===== config.mk =====
export PLATFORM = sky130hd
export DESIGN_NAME = key_set_change_events_top_flat
export DESIGN_NICKNAME = d
export VERILOG_FILES = /design/src/kscev_pkg.sv /design/src/kscev_in_if.sv /design/src/kscev_out_if.sv /design/src/kscev_diff.sv /design/src/kscev_emit.sv /design/src/key_set_change_events_top.sv /design/src/flat_wrapper.sv
export VERILOG_INCLUDE_DIRS = /design/src /design/src/src
export SDC_FILE = /design/constraint.sdc
export NUM_CORES = 1
export LEC_CHECK = 0
export ABC_AREA = 1
export BUFFER_PORTS_ARGS = -buffer_cell sky130_fd_sc_hd__buf_2
export CAP_MARGIN = 40
export CORE_UTILIZATION = 54
export DETAILED_ROUTE_END_ITERATION = 16
export PLACE_DENSITY = 0.79
export SLEW_MARGIN = 20
export SYNTH_ARGS = -nofsm -noshare
export SYNTH_HDL_FRONTEND = slang
export SYNTH_SLANG_ARGS = --single-unit

===== constraint.sdc =====
create_clock -name clk_i -period 8.9 [get_ports clk_i]
set_clock_uncertainty 0.05 [all_clocks]
set_input_delay 0.445 -clock clk_i [delete_from_list [all_inputs] [get_ports clk_i]]
set_output_delay 0.445 -clock clk_i [all_outputs]
set_load 0.05 [all_outputs]

===== src/key_set_change_events_top_assert.svh =====
// Assertion helpers used by the RTL of the key set change event block.
// All checks are sampled on the rising edge of clk_i and are off while rst_ni is low.
`ifndef KEY_SET_CHANGE_EVENTS_TOP_ASSERT_SVH
`define KEY_SET_CHANGE_EVENTS_TOP_ASSERT_SVH

// Property that must hold on every clock edge out of reset.
`define KSCEV_ASSERT(lbl, prop, msg) \
  lbl: assert property (@(posedge clk_i) disable iff (!rst_ni) (prop)) else $error(msg);

// Condition that must never be seen on a clock edge out of reset.
`define KSCEV_NEVER(lbl, expr, msg) \
  lbl: assert property (@(posedge clk_i) disable iff (!rst_ni) !(expr)) else $error(msg);

`endif


===== src/kscev_pkg.sv =====
`default_nettype none

package kscev_pkg;

  // Number of keycode slots on the input. There are always eight slot fields,
  // but only the first SLOTS of them take part.
  localparam int SLOT_MAX = 8;
  localparam int SLOTS    = 8;
  localparam int CODE_W   = 8;

  // One candidate event per old slot (release) and per new slot (press).
  localparam int EVENTS   = 2 * SLOTS;

  typedef logic [CODE_W-1:0] code_t;
  typedef code_t [SLOT_MAX-1:0] slot_set_t;

  // Result of comparing one tick's set with the previous one. The lower
  // SLOTS entries are releases of old codes, the upper SLOTS are presses.
  typedef struct packed {
    logic [EVENTS-1:0]         mask;
    code_t [EVENTS-1:0]        code;
  } diff_t;

endpackage

`default_nettype wire


===== src/kscev_in_if.sv =====
`default_nettype none

interface kscev_in_if;
  import kscev_pkg::*;

  logic  valid;
  logic  ready;
  code_t slot0_code;
  code_t slot1_code;
  code_t slot2_code;
  code_t slot3_code;
  code_t slot4_code;
  code_t slot5_code;
  code_t slot6_code;
  code_t slot7_code;

  modport source (
    output valid, slot0_code, slot1_code, slot2_code, slot3_code,
           slot4_code, slot5_code, slot6_code, slot7_code,
    input  ready
  );

  modport sink (
    input  valid, slot0_code, slot1_code, slot2_code, slot3_code,
           slot4_code, slot5_code, slot6_code, slot7_code,
    output ready
  );

endinterface

`default_nettype wire


===== src/kscev_out_if.sv =====
`default_nettype none

interface kscev_out_if;
  import kscev_pkg::*;

  logic  valid;
  logic  ready;
  logic  has_event;
  logic  is_press;
  code_t event_code;
  logic  tick_done;

  modport source (
    output valid, has_event, is_press, event_code, tick_done,
    input  ready
  );

  modport sink (
    input  valid, has_event, is_press, event_code, tick_done,
    output ready
  );

endinterface

`default_nettype wire


===== src/kscev_diff.sv =====
`default_nettype none

module kscev_diff (
  input  logic                  clk_i,
  input  logic                  rst_ni,
  input  kscev_pkg::slot_set_t  now_i,
  input  logic                  take_i,
  output kscev_pkg::diff_t      diff_o
);
  import kscev_pkg::*;

  slot_set_t prior_q;
  slot_set_t prior_d;
  slot_set_t now_m;

  // Slots past SLOTS count as empty.
  always_comb begin
    for (int i = 0; i < SLOT_MAX; i++) begin
      now_m[i] = (i < SLOTS) ? now_i[i] : '0;
    end
  end

  // A release for every old key missing from the new set, a press for every
  // new key missing from the old set. Each slot is judged on its own, so a
  // repeated code yields one event per slot that holds it.
  always_comb begin
    logic hit_old;
    logic hit_new;
    diff_o = '0;
    for (int i = 0; i < SLOTS; i++) begin
      hit_old = 1'b0;
      hit_new = 1'b0;
      for (int j = 0; j < SLOTS; j++) begin
        hit_old = hit_old | (now_m[j] == prior_q[i]);
        hit_new = hit_new | (prior_q[j] == now_m[i]);
      end
      diff_o.mask[i]         = (prior_q[i] != '0) && !hit_old;
      diff_o.code[i]         = prior_q[i];
      diff_o.mask[SLOTS + i] = (now_m[i] != '0) && !hit_new;
      diff_o.code[SLOTS + i] = now_m[i];
    end
  end

  assign prior_d = take_i ? now_m : prior_q;

  always_ff @(posedge clk_i or negedge rst_ni) begin
    if (!rst_ni) begin
      prior_q <= '0;
    end else begin
      prior_q <= prior_d;
    end
  end

endmodule

`default_nettype wire


===== src/kscev_emit.sv =====
`default_nettype none

`include "key_set_change_events_top_assert.svh"

module kscev_emit (
  input  logic              clk_i,
  input  logic              rst_ni,
  input  kscev_pkg::diff_t  diff_i,
  input  logic              take_i,
  output logic              free_o,
  kscev_out_if.source       out_o
);
  import kscev_pkg::*;

  // Pending events of the tick in progress.
  logic [EVENTS-1:0]  mask_q, mask_d;
  code_t [EVENTS-1:0] code_q, code_d;
  logic               none_q, none_d;

  // Output register.
  logic               ovld_q, ovld_d;
  logic               has_q, has_d;
  logic               prs_q, prs_d;
  code_t              ecode_q, ecode_d;
  logic               done_q, done_d;

  logic               busy;
  logic               adv;
  logic [EVENTS-1:0]  first;
  logic [EVENTS-1:0]  rest;
  code_t              sel_code;

  assign busy  = (|mask_q) || none_q;
  assign adv   = !ovld_q || out_o.ready;
  assign first = mask_q & (~mask_q + 1'b1);
  assign rest  = mask_q & ~first;

  always_comb begin
    sel_code = '0;
    for (int i = 0; i < EVENTS; i++) begin
      sel_code = sel_code | (first[i] ? code_q[i] : '0);
    end
  end

  // A new tick may enter once the last result of the current one moves
  // into the output register.
  assign free_o = !busy || (adv && (none_q || (rest == '0)));

  always_comb begin
    mask_d  = mask_q;
    code_d  = code_q;
    none_d  = none_q;
    ovld_d  = ovld_q;
    has_d   = has_q;
    prs_d   = prs_q;
    ecode_d = ecode_q;
    done_d  = done_q;
    if (adv) begin
      ovld_d = busy;
      if (busy) begin
        if (none_q) begin
          has_d   = 1'b0;
          prs_d   = 1'b0;
          ecode_d = '0;
          done_d  = 1'b1;
        end else begin
          has_d   = 1'b1;
          prs_d   = |first[EVENTS-1:SLOTS];
          ecode_d = sel_code;
          done_d  = (rest == '0);
        end
        mask_d = rest;
        none_d = 1'b0;
      end
    end
    if (take_i) begin
      mask_d = diff_i.mask;
      code_d = diff_i.code;
      none_d = (diff_i.mask == '0);
    end
  end

  always_ff @(posedge clk_i or negedge rst_ni) begin
    if (!rst_ni) begin
      mask_q <= '0;
      none_q <= 1'b0;
      ovld_q <= 1'b0;
    end else begin
      mask_q <= mask_d;
      none_q <= none_d;
      ovld_q <= ovld_d;
    end
  end

  always_ff @(posedge clk_i) begin
    code_q  <= code_d;
    has_q   <= has_d;
    prs_q   <= prs_d;
    ecode_q <= ecode_d;
    done_q  <= done_d;
  end

  assign out_o.valid      = ovld_q;
  assign out_o.has_event  = has_q;
  assign out_o.is_press   = prs_q;
  assign out_o.event_code = ecode_q;
  assign out_o.tick_done  = done_q;

  `KSCEV_ASSERT(a_take_loads, take_i |=> busy, "accepted tick left nothing pending")
  `KSCEV_NEVER(a_none_and_mask, none_q && (|mask_q), "marker pending beside events")
  `KSCEV_ASSERT(a_mid_is_event, (ovld_q && !done_q) |-> has_q, "marker not last of tick")
  `KSCEV_ASSERT(a_marker_clean, (ovld_q && !has_q) |-> (done_q && !prs_q && ecode_q == '0),
                "malformed no-event marker")

endmodule

`default_nettype wire


===== src/key_set_change_events_top.sv =====
// Channel | Direction | Payload
// in_i    | sink      | slot0_code .. slot7_code, 8 bits each, 0 is an empty slot
// out_o   | source    | has_event, is_press, event_code[7:0], tick_done
//
// A tick is taken and compared at once with the previous tick's set. Its first result
// goes via the pending event mask into the output register; a tick gives 1 to 16 results,
// one per cycle unless out_o stalls, paced by the single output register draining the mask.
// The next tick is taken in the same cycle the last result of the current one is loaded.
// Reset clears the previous set to all empty and drops any pending results.
// A stall on out_o holds the output register and the pending events in place.
`default_nettype none

module key_set_change_events_top (
  input  logic        clk_i,
  input  logic        rst_ni,
  kscev_in_if.sink    in_i,
  kscev_out_if.source out_o
);
  import kscev_pkg::*;

  // Gather the slot fields into one array for the comparison logic.
  slot_set_t now_set;
  diff_t     diff;
  logic      free;
  logic      take;

  assign now_set[0] = in_i.slot0_code;
  assign now_set[1] = in_i.slot1_code;
  assign now_set[2] = in_i.slot2_code;
  assign now_set[3] = in_i.slot3_code;
  assign now_set[4] = in_i.slot4_code;
  assign now_set[5] = in_i.slot5_code;
  assign now_set[6] = in_i.slot6_code;
  assign now_set[7] = in_i.slot7_code;

  // The input is ready whenever the event queue can take a new tick, so a
  // tick is never held back by an idle output.
  assign in_i.ready = free;
  assign take       = in_i.valid && free;

  // Comparison against the stored previous set; the set is replaced on each
  // accepted transfer.
  kscev_diff u_diff (
    .clk_i  (clk_i),
    .rst_ni (rst_ni),
    .now_i  (now_set),
    .take_i (take),
    .diff_o (diff)
  );

  // Pending events are sent in order: releases by slot, then presses by slot,
  // or a single no-event marker when nothing changed.
  kscev_emit u_emit (
    .clk_i  (clk_i),
    .rst_ni (rst_ni),
    .diff_i (diff),
    .take_i (take),
    .free_o (free),
    .out_o  (out_o)
  );

endmodule

`default_nettype wire

===== src/flat_wrapper.sv =====
// flat-port wrapper written by rule: the top's interface ports become plain ports
module key_set_change_events_top_flat import kscev_pkg::*;
  (clk_i, rst_ni, in_i_valid, in_i_slot0_code, in_i_slot1_code, in_i_slot2_code, in_i_slot3_code, in_i_slot4_code, in_i_slot5_code, in_i_slot6_code, in_i_slot7_code, in_i_ready, out_o_valid, out_o_has_event, out_o_is_press, out_o_event_code, out_o_tick_done, out_o_ready);
  kscev_in_if in_i_i ();
  kscev_out_if out_o_i ();
  input  logic clk_i;
  input  logic rst_ni;
  input wire logic [$bits(in_i_i.valid)-1:0] in_i_valid;
  input wire logic [$bits(in_i_i.slot0_code)-1:0] in_i_slot0_code;
  input wire logic [$bits(in_i_i.slot1_code)-1:0] in_i_slot1_code;
  input wire logic [$bits(in_i_i.slot2_code)-1:0] in_i_slot2_code;
  input wire logic [$bits(in_i_i.slot3_code)-1:0] in_i_slot3_code;
  input wire logic [$bits(in_i_i.slot4_code)-1:0] in_i_slot4_code;
  input wire logic [$bits(in_i_i.slot5_code)-1:0] in_i_slot5_code;
  input wire logic [$bits(in_i_i.slot6_code)-1:0] in_i_slot6_code;
  input wire logic [$bits(in_i_i.slot7_code)-1:0] in_i_slot7_code;
  output wire logic [$bits(in_i_i.ready)-1:0] in_i_ready;
  output wire logic [$bits(out_o_i.valid)-1:0] out_o_valid;
  output wire logic [$bits(out_o_i.has_event)-1:0] out_o_has_event;
  output wire logic [$bits(out_o_i.is_press)-1:0] out_o_is_press;
  output wire logic [$bits(out_o_i.event_code)-1:0] out_o_event_code;
  output wire logic [$bits(out_o_i.tick_done)-1:0] out_o_tick_done;
  input wire logic [$bits(out_o_i.ready)-1:0] out_o_ready;
  assign in_i_i.valid = in_i_valid;
  assign in_i_i.slot0_code = in_i_slot0_code;
  assign in_i_i.slot1_code = in_i_slot1_code;
  assign in_i_i.slot2_code = in_i_slot2_code;
  assign in_i_i.slot3_code = in_i_slot3_code;
  assign in_i_i.slot4_code = in_i_slot4_code;
  assign in_i_i.slot5_code = in_i_slot5_code;
  assign in_i_i.slot6_code = in_i_slot6_code;
  assign in_i_i.slot7_code = in_i_slot7_code;
  assign in_i_ready = in_i_i.ready;
  assign out_o_valid = out_o_i.valid;
  assign out_o_has_event = out_o_i.has_event;
  assign out_o_is_press = out_o_i.is_press;
  assign out_o_event_code = out_o_i.event_code;
  assign out_o_tick_done = out_o_i.tick_done;
  assign out_o_i.ready = out_o_ready;
  key_set_change_events_top u_core (.clk_i(clk_i), .rst_ni(rst_ni), .in_i(in_i_i), .out_o(out_o_i));
endmodule

==> implementation parameters, run 1 <==
Parameter                              Value

Outcome
  Outcome    completed

Pwr
  P_leak    between 0.007 and 0.008 uW
  Max rail drop VDD    0.290 mV
  PwrDens    between 300 and 400 nW/um^2

Clocking
  Root buf cell    sky130_fd_sc_hd__clkbuf_16
  Max H-tree Level    1
  Clock buffers created by TritonCTS    25
  Number of buffers on the longest clock path    3
  Clock input transition at the sequential cells of the worst setup and hold paths    approximately 0.07 ns
  Clk sinks    around 220
  Skew-Pair Late Insertion Delay    ~0.54 ns
  Clock tree from TritonCTS    yes

Timing
  Peak Freq    roughly 240 MHz
  Number of pins exceeding their max-slew limit in the final report    0
  Sum Neg Setup Slack    0 ns
  Number of hold violations in the final report    0
  Final setup violation count    0
  Headroom to the max-slew limit    0.419
  Time the final worst path needs with I/O delays and setup    about 4 ns
  Portion of the clock cycle consumed by the worst path in the final layout    0.461
  Unrepaired setup endpoints after global routing    no
  Slew @ Worst Pin    approximately 0.87 ns

Final layout
  Share of the core filled with cells in the final layout    0.593
  Growth of design area from synthesis to finish    6.93%
  Number of diodes added for antenna fixing    0
  Net count, final    2407
  Post-Layout Inst Area    17800 um^2
  Layout fillers    about 2800
  Fraction of final layout cells sized beyond drive strength 1    0.0590

Placed design
  Instance area after placement    between 15000 and 20000 um^2
  Detail Placement HPWL    around 52 mm
  IO Port Bufs    80
  Weighted congestion reported at the end of routability-driven placement    ~1

Drt
  Wire length per cell    between 20 and 30 um
  Overall via count from detail_route    16600
  Number of DRC markers after the initial detailed-route iteration    roughly 2600
  Drt drc    0
  Number of routed nets with antenna violations    0
  Ratio of routed vias to standard cells    roughly 6
  Total wire length after detailed routing    71.3 mm
  Length of the first detailed-routing pass in iterations    7

Worst hold path
  Path type of the worst min-delay path    primary input to flip-flop

Worst setup path
  Category of the worst setup path capture point    flip-flop
  CP arrival    ~4.3 ns
  Startpoint type of the worst setup path    flip-flop
  Critical Path RT    9.08 ns
  Category of the critical setup timing path    flip-flop to flip-flop
  Biggest fanout along the worst timing path    about 70

Synth
  Mean Syn Cell Area    between 7 and 8 um^2
  Total number of yosys warnings    0
  Synthesized flop and latch total    between 200 and 250
  Total standard cell area after synthesis    approximately 17000 um^2
  Syn nets    ~2400
  Synth cell types    32
  Sequential element share of the synthesized area    0.375
  Number of instances in the synthesized netlist    2371

Job
  Maxcap violations    0

Floorplan
  Height of the die    177 um
  Total I/O pin count    81
  Initial Utilization    0.554
  Core region area    ~30000 um^2
  DIE AREA    between 30000 and 40000 um^2
  Chip width    about 180 um
  Cell Rows    between 60 and 70

Global route
  Largest net degree at the start of global routing    73
  Overall fraction of global-route tracks in use    0.455
  Total gr overflow    0
  Vias in the first global route    approximately 15000
  Wire length of the first global-routing pass    102 mm
  Number of antenna violations at the first check in global routing    0
[final timing paths]
check / slack [ns] / depth (start not counted) / to / start
max in group asynchronous: 7.25 / 3 / u_core.u_diff.diff_o[52]$_DFFE_PN0P_ / rst_ni
min: 0.18 / 4 / u_core.u_emit.out_o.valid$_DFFE_PN0P_ / out_o_ready
min reg2reg: 0.50 / 2 / u_core.u_emit.mask_q[2]$_DFFE_PN0P_ / u_core.u_emit.mask_q[2]$_DFFE_PN0P_
max reg2reg: 4.79 / 15 / u_core.u_emit.code_q[89]$_DFFE_PP_ / u_core.u_emit.mask_q[0]$_DFFE_PN0P_
min in group asynchronous: 0.41 / 2 / u_core.u_emit.mask_q[13]$_DFFE_PN0P_ / rst_ni
max: 4.79 / 15 / u_core.u_emit.code_q[89]$_DFFE_PP_ / u_core.u_emit.mask_q[0]$_DFFE_PN0P_
[registers in the layout, summed over array words and instances (netlist names)]
signal and cells:
u_core.u_emit.out_o.is_press 1, u_core.u_emit.out_o.valid 1, u_core.u_emit.out_o.has_event 1, u_core.u_emit.out_o.event_code 8, u_core.u_emit.mask_q 16, u_core.u_diff.diff_o 64
u_core.u_emit.out_o.tick_done 1, u_core.u_emit.code_q 128, u_core.u_emit.none_q 1
[Yosys cell counts]
| library cell | instances | share of area |
|---|---|---|
| sky130_fd_sc_hd__a211oi_1 | 3 | 0.0014 |
| sky130_fd_sc_hd__a21oi_1 | 19 | 0.0057 |
| sky130_fd_sc_hd__a221oi_1 | 8 | 0.0042 |
| sky130_fd_sc_hd__a22o_1 | 7 | 0.0037 |
| sky130_fd_sc_hd__a22oi_1 | 4 | 0.0018 |
| sky130_fd_sc_hd__a31oi_1 | 2 | 0.00075 |
| sky130_fd_sc_hd__and2_1 | 2 | 0.00075 |
| sky130_fd_sc_hd__and3_1 | 2 | 0.00075 |
| sky130_fd_sc_hd__buf_1 | 3 | 0.00068 |
| sky130_fd_sc_hd__buf_2 | 16 | 0.0048 |
| sky130_fd_sc_hd__buf_6 | 9 | 0.0061 |
| sky130_fd_sc_hd__clkbuf_1 | 121 | 0.027 |
| sky130_fd_sc_hd__clkinv_1 | 6 | 0.0014 |
| sky130_fd_sc_hd__dfrtp_1 | 82 | 0.12 |
| sky130_fd_sc_hd__edfxtp_1 | 139 | 0.25 |
| sky130_fd_sc_hd__inv_1 | 165 | 0.037 |
| sky130_fd_sc_hd__nand2_1 | 968 | 0.22 |
| sky130_fd_sc_hd__nand2_2 | 5 | 0.0019 |
| sky130_fd_sc_hd__nand2_4 | 2 | 0.0014 |
| sky130_fd_sc_hd__nand3_1 | 91 | 0.027 |
| sky130_fd_sc_hd__nand4_1 | 103 | 0.039 |
| sky130_fd_sc_hd__nor2_1 | 215 | 0.049 |
| sky130_fd_sc_hd__nor2_4 | 2 | 0.0014 |
| sky130_fd_sc_hd__nor2b_1 | 1 | 0.00038 |
| sky130_fd_sc_hd__nor3_1 | 2 | 0.00060 |
| sky130_fd_sc_hd__nor4_1 | 17 | 0.0064 |
| sky130_fd_sc_hd__o21a_1 | 6 | 0.0027 |
| sky130_fd_sc_hd__o21ai_0 | 54 | 0.016 |
| sky130_fd_sc_hd__o21ai_1 | 15 | 0.0045 |
| sky130_fd_sc_hd__o22ai_1 | 1 | 0.00038 |
| sky130_fd_sc_hd__xnor2_1 | 277 | 0.15 |
| sky130_fd_sc_hd__xor2_1 | 24 | 0.013 |
[layout by cell type (no fill, tap or decap), drive strengths merged]
| master | synthesis | layout |
|---|---|---|
| nand2 | 975 | 975 |
| nor2 | 217 | 217 |
| o21ai | 69 | 69 |
| a31oi | 2 | 2 |
| nor4 | 17 | 17 |
| edfxtp | 139 | 139 |
| clkinv | 6 | 16 |
| nand4 | 103 | 103 |
| a221oi | 8 | 8 |
| dlygate4sd3 | 0 | 1 |
| and3 | 2 | 2 |
| dfrtp | 82 | 82 |
| clkbuf | 121 | 27 |
| bufinv | 0 | 2 |
| nand3 | 91 | 91 |
| xnor2 | 277 | 277 |
| buf | 28 | 89 |
| a21oi | 19 | 19 |
| a22o | 7 | 7 |
| and2 | 2 | 2 |
| inv | 165 | 168 |
| a211oi | 3 | 3 |
| nor2b | 1 | 1 |
| xor2 | 24 | 24 |
| o21a | 6 | 6 |
| a22oi | 4 | 4 |
| clkinvlp | 0 | 3 |
| nor3 | 2 | 2 |
| o22ai | 1 | 1 |
[cell type report]
class,instances,area (um^2),area share
Multi-Input combinational cell,1830,9090,0.512
Sequential cell,221,6230,0.351
Inverter,171,647,0.0364
Clock buffer,27,643,0.0362
Timing Repair Buffer,90,493,0.0278
Tap cell,390,488,0.0275
Clock inverter,18,168,0.00944
[metrics by stage]
| step | total power [uW] | setup slack [ns] | hold WS (ns) | std cells |
|---|---|---|---|---|
| after floorplan | 4160 | 5.26 | 0.0994 | 2371 |
| after global placement | 5030 | 4.83 | 0.428 | 2695 |
| after detailed placement | 5110 | 4.84 | 0.435 | 2701 |
| after CTS | 6130 | 4.82 | 0.176 | 2747 |
| after global routing | 6550 | 4.52 | 0.233 | 2747 |
| final | 6260 | 4.79 | 0.180 | 2747 |
[worst max-delay path, stage by stage (launching register included)]
cell and delay, ns:
sky130_fd_sc_hd__dfrtp_1 0.53, sky130_fd_sc_hd__nor2_4 0.21, sky130_fd_sc_hd__nand2_2 0.11, sky130_fd_sc_hd__nor2_4 0.20
sky130_fd_sc_hd__nand2_2 0.07, sky130_fd_sc_hd__nand2_1 0.10, sky130_fd_sc_hd__nand2_1 0.07, sky130_fd_sc_hd__nor2_1 0.15
sky130_fd_sc_hd__nand3_1 0.11, sky130_fd_sc_hd__nand2_2 0.08, sky130_fd_sc_hd__nand2_2 0.07, sky130_fd_sc_hd__nand2_4 0.18
sky130_fd_sc_hd__nand2_4 0.35, sky130_fd_sc_hd__inv_6 0.58, sky130_fd_sc_hd__buf_4 0.53, sky130_fd_sc_hd__buf_12 0.29
[metal layers]
metal  vias to the layer above  track usage  wire length, um
li1                       7424            -                -
met1                      7576        0.603            26700
met2                      1284        0.673            30100
met3                       292       0.0949             9270
met4                         0        0.300             5220
met5                         -            0                0
[kinds of logic after synthesis]
family | after synthesis | synth area share
buffers and inverters | 320 | 0.0776
AND/OR/NAND/NOR | 1410 | 0.347
AO/OA/AOI/OAI | 119 | 0.0414
XOR/XNOR | 301 | 0.159
flip-flops | 221 | 0.375
[where the power goes]
| part | total [uW] | internal [uW] | switching, uW |
|---|---|---|---|
| combinational | 2770 | 1010 | 1760 |
| sequential | 2470 | 1560 | 904 |
| clock | 1030 | 586 | 446 |
[repair_timing]
item	in CTS	in global routing
endpoints found under the setup margin	0	0
buffers inserted	0	0
hold endpoints to repair	37	0
hold buffers	1	0
gates resized for setup	0	0
Power figures use the tool's default switching activity.
==> run 2, diff against run 1 <==
--- a/config.mk
+++ b/config.mk
@@ -11,7 +11,7 @@
 export CAP_MARGIN = 40
 export CORE_UTILIZATION = 54
 export DETAILED_ROUTE_END_ITERATION = 16
-export PLACE_DENSITY = 0.79
+export PLACE_DENSITY = 0.81
 export SLEW_MARGIN = 20
 export SYNTH_ARGS = -nofsm -noshare
 export SYNTH_HDL_FRONTEND = slang
==> constraint.sdc (replaced) <==
create_clock -name clk_i -period 3.6 [get_ports clk_i]
set_clock_uncertainty 0.05 [all_clocks]
set_input_delay 0.18 -clock clk_i [delete_from_list [all_inputs] [get_ports clk_i]]
set_output_delay 0.18 -clock clk_i [all_outputs]
set_load 0.05 [all_outputs]
==> implementation parameters, run 2 (synthesis gave the netlist of run 1 again) <==
Parameter                              Value

Outcome
  Outcome    completed

Clocking
  Skew-Pair Late Insertion Delay    ~0.54 ns
  Clock buffers created by TritonCTS    25
  Number of buffers on the longest clock path    3
  Clock input transition at the sequential cells of the worst setup and hold paths    0.06 ns
  Setup repair bufs after CTS    0
  Post-CTS resize count    0
  Clk sinks    roughly 220
  Clock tree from TritonCTS    yes
  Root buf cell    sky130_fd_sc_hd__clkbuf_16
  Max H-tree Level    1
  Number of buffers inserted by hold repair at cts    2

Drt
  Wire length per cell    26.0 um
  Number of DRC markers after the initial detailed-route iteration    about 2500
  Number of routed nets with antenna violations    0
  Total wire length after detailed routing    71.9 mm
  Drt drc    0
  Length of the first detailed-routing pass in iterations    6
  Overall via count from detail_route    roughly 17000
  Ratio of routed vias to standard cells    between 6 and 7

Final layout
  Commonest non-fill, non-tap cells in the layout    968 x sky130_fd_sc_hd__nand2_1, 277 x sky130_fd_sc_hd__xnor2_1, 215 x sky130_fd_sc_hd__nor2_1
  Max reg flops    roughly 130
  Number of diodes added for antenna fixing    0
  Most common cell after layout, fill and taps aside    sky130_fd_sc_hd__nand2_1
  Layout fillers    roughly 2800
  Most flops, register    u_core.u_emit.code_q
  Fraction of final layout cells sized beyond drive strength 1    0.0620
  Net count, final    2420
  Share of the core filled with cells in the final layout    0.597
  Growth of design area from synthesis to finish    7.69%

Worst setup path
  Biggest fanout along the worst timing path    42
  CP arrival    3.25 ns
  Standard cell with the maximum stage delay on the critical path    sky130_fd_sc_hd__dfrtp_1
  Kind of cell adding the most delay to the critical path    simple AND/OR/NAND/NOR gates
  Category of the worst setup path capture point    flip-flop
  Startpoint type of the worst setup path    flip-flop
  Largest stage delay on the critical path    0.54 ns
  Critical Path RT    between 3 and 4 ns
  Category of the critical setup timing path    flip-flop to flip-flop
  Cell Chain, Critical Path    nor2_4 -> nand2_2 -> nor2_4 -> nand2_1 -> nand2_1 -> nand2_1 -> nor2_1 -> nand3_1 -> nand2_2 -> nand2_2 -> nand2_4 -> nand2_4 -> inv_6 -> buf_12
  Critical path buffers and inverters    2

Floorplan
  Cell Rows    63
  DIE AREA    31500 um^2
  Chip width    between 150 and 200 um
  Initial Utilization    0.554
  Core region area    roughly 30000 um^2
  Height of the die    around 180 um
  Total I/O pin count    81

Timing
  Final setup violation count    0
  Unrepaired setup endpoints after global routing    no
  Number of hold violations in the final report    0
  Slew @ Worst Pin    0.873 ns
  Headroom to the max-slew limit    0.416
  Time the final worst path needs with I/O delays and setup    between 3 and 4 ns
  Number of pins exceeding their max-slew limit in the final report    0
  Portion of the clock cycle consumed by the worst path in the final layout    0.855
  Peak Freq    325 MHz
  Sum Neg Setup Slack    0 ns
  Hold slack final    0.00860 ns

Global route
  GRT met1 Usage    0.601
  Number of antenna violations at the first check in global routing    0
  Most utilized layer in the global route result    met2
  Vias in the first global route    15600
  Largest net degree at the start of global routing    57
  Global-route met3 utilization    0.0816
  Wire length of the first global-routing pass    just over 100 mm
  Total gr overflow    0
  Overall fraction of global-route tracks in use    0.461
  Met2 Resource Use GR    0.692

Placed design
  Detail Placement HPWL    roughly 53 mm
  Weighted congestion reported at the end of routability-driven placement    1.03
  IO Port Bufs    80

Pwr
  Switching share of power    0.493
  Cell internal power dissipation    7910 uW
  PwrDens    a little under 900 nW/um^2
  Power dissipated by switching net loads    7680 uW
  Comb pwr share    0.465
  Sequential fraction of design power    0.374
  Clock power share    0.161
  P_leak    approximately 0.0080 uW
  Max rail drop VDD    0.531 mV

Worst hold path
  Path type of the worst min-delay path    primary input to flip-flop

Job
  Maxcap violations    0
-- run 2: cell types whose count changed in the layout (fill, tap and decap cells not counted), sizes merged --
cell and change:
buf +12, clkbuf +6, clkinv -1, clkinvlp -3
dlygate4sd3 +1, inv -2
-- run 2: path summary, 6_finish.rpt --
check	start	endpoint	slack (ns)	cells past startpoint
worst max-delay path	u_core.u_emit.mask_q[0]$_DFFE_PN0P_	u_core.u_emit.code_q[97]$_DFFE_PP_	0.52	14
worst min-delay path	in_i_slot3_code[0]	u_core.u_emit.code_q[88]$_DFFE_PP_	0.009	1
worst max register to register	u_core.u_emit.mask_q[0]$_DFFE_PN0P_	u_core.u_emit.code_q[97]$_DFFE_PP_	0.52	14
worst min register to register	u_core.u_emit.out_o.valid$_DFFE_PN0P_	u_core.u_emit.out_o.valid$_DFFE_PN0P_	0.51	2
max in group asynchronous	rst_ni	u_core.u_diff.diff_o[39]$_DFFE_PN0P_	2.77	3
min in group asynchronous	rst_ni	u_core.u_emit.mask_q[15]$_DFFE_PN0P_	0.08	2
-- run 2: layout make-up --
cell class,instances,area [um^2],share of cell area
sequential,221,6230,0.348
clock buffer,33,676,0.0378
tap,390,488,0.0273
inverter,171,647,0.0362
multi-input combinational,1830,9090,0.508
timing repair buffer,103,638,0.0357
clock inverter,12,118,0.00658
-- run 2: power by group through the flow --
stage	combinational, uW	clock, uW	sequential [uW]
finish	7250	2520	5830
global route	7880	2600	5840
detailed placement	7040	0	5730
global placement	6910	0	5680
floorplan	5840	0	4430
CTS	7070	2520	5680
-- run 2: per-layer routing --
metal | wire length, um | vias up
met5 | 0 | -
met4 | 5720 | 0
met1 | 26000 | 7687
li1 | - | 7456
met3 | 9260 | 299
met2 | 30900 | 1309
-- run 2: stage by stage --
stage | setup slack [ns] | instances | instance area [um^2] | power, uW
after floorplan | 0.644 | 2371 | 16600 | 10300
after global placement | 0.636 | 2710 | 17000 | 12600
after detailed placement | 0.590 | 2713 | 17100 | 12800
after CTS | 0.568 | 2760 | 17900 | 15300
after global routing | 0.344 | 2760 | 17900 | 16300
final | 0.521 | 2760 | 17900 | 15600
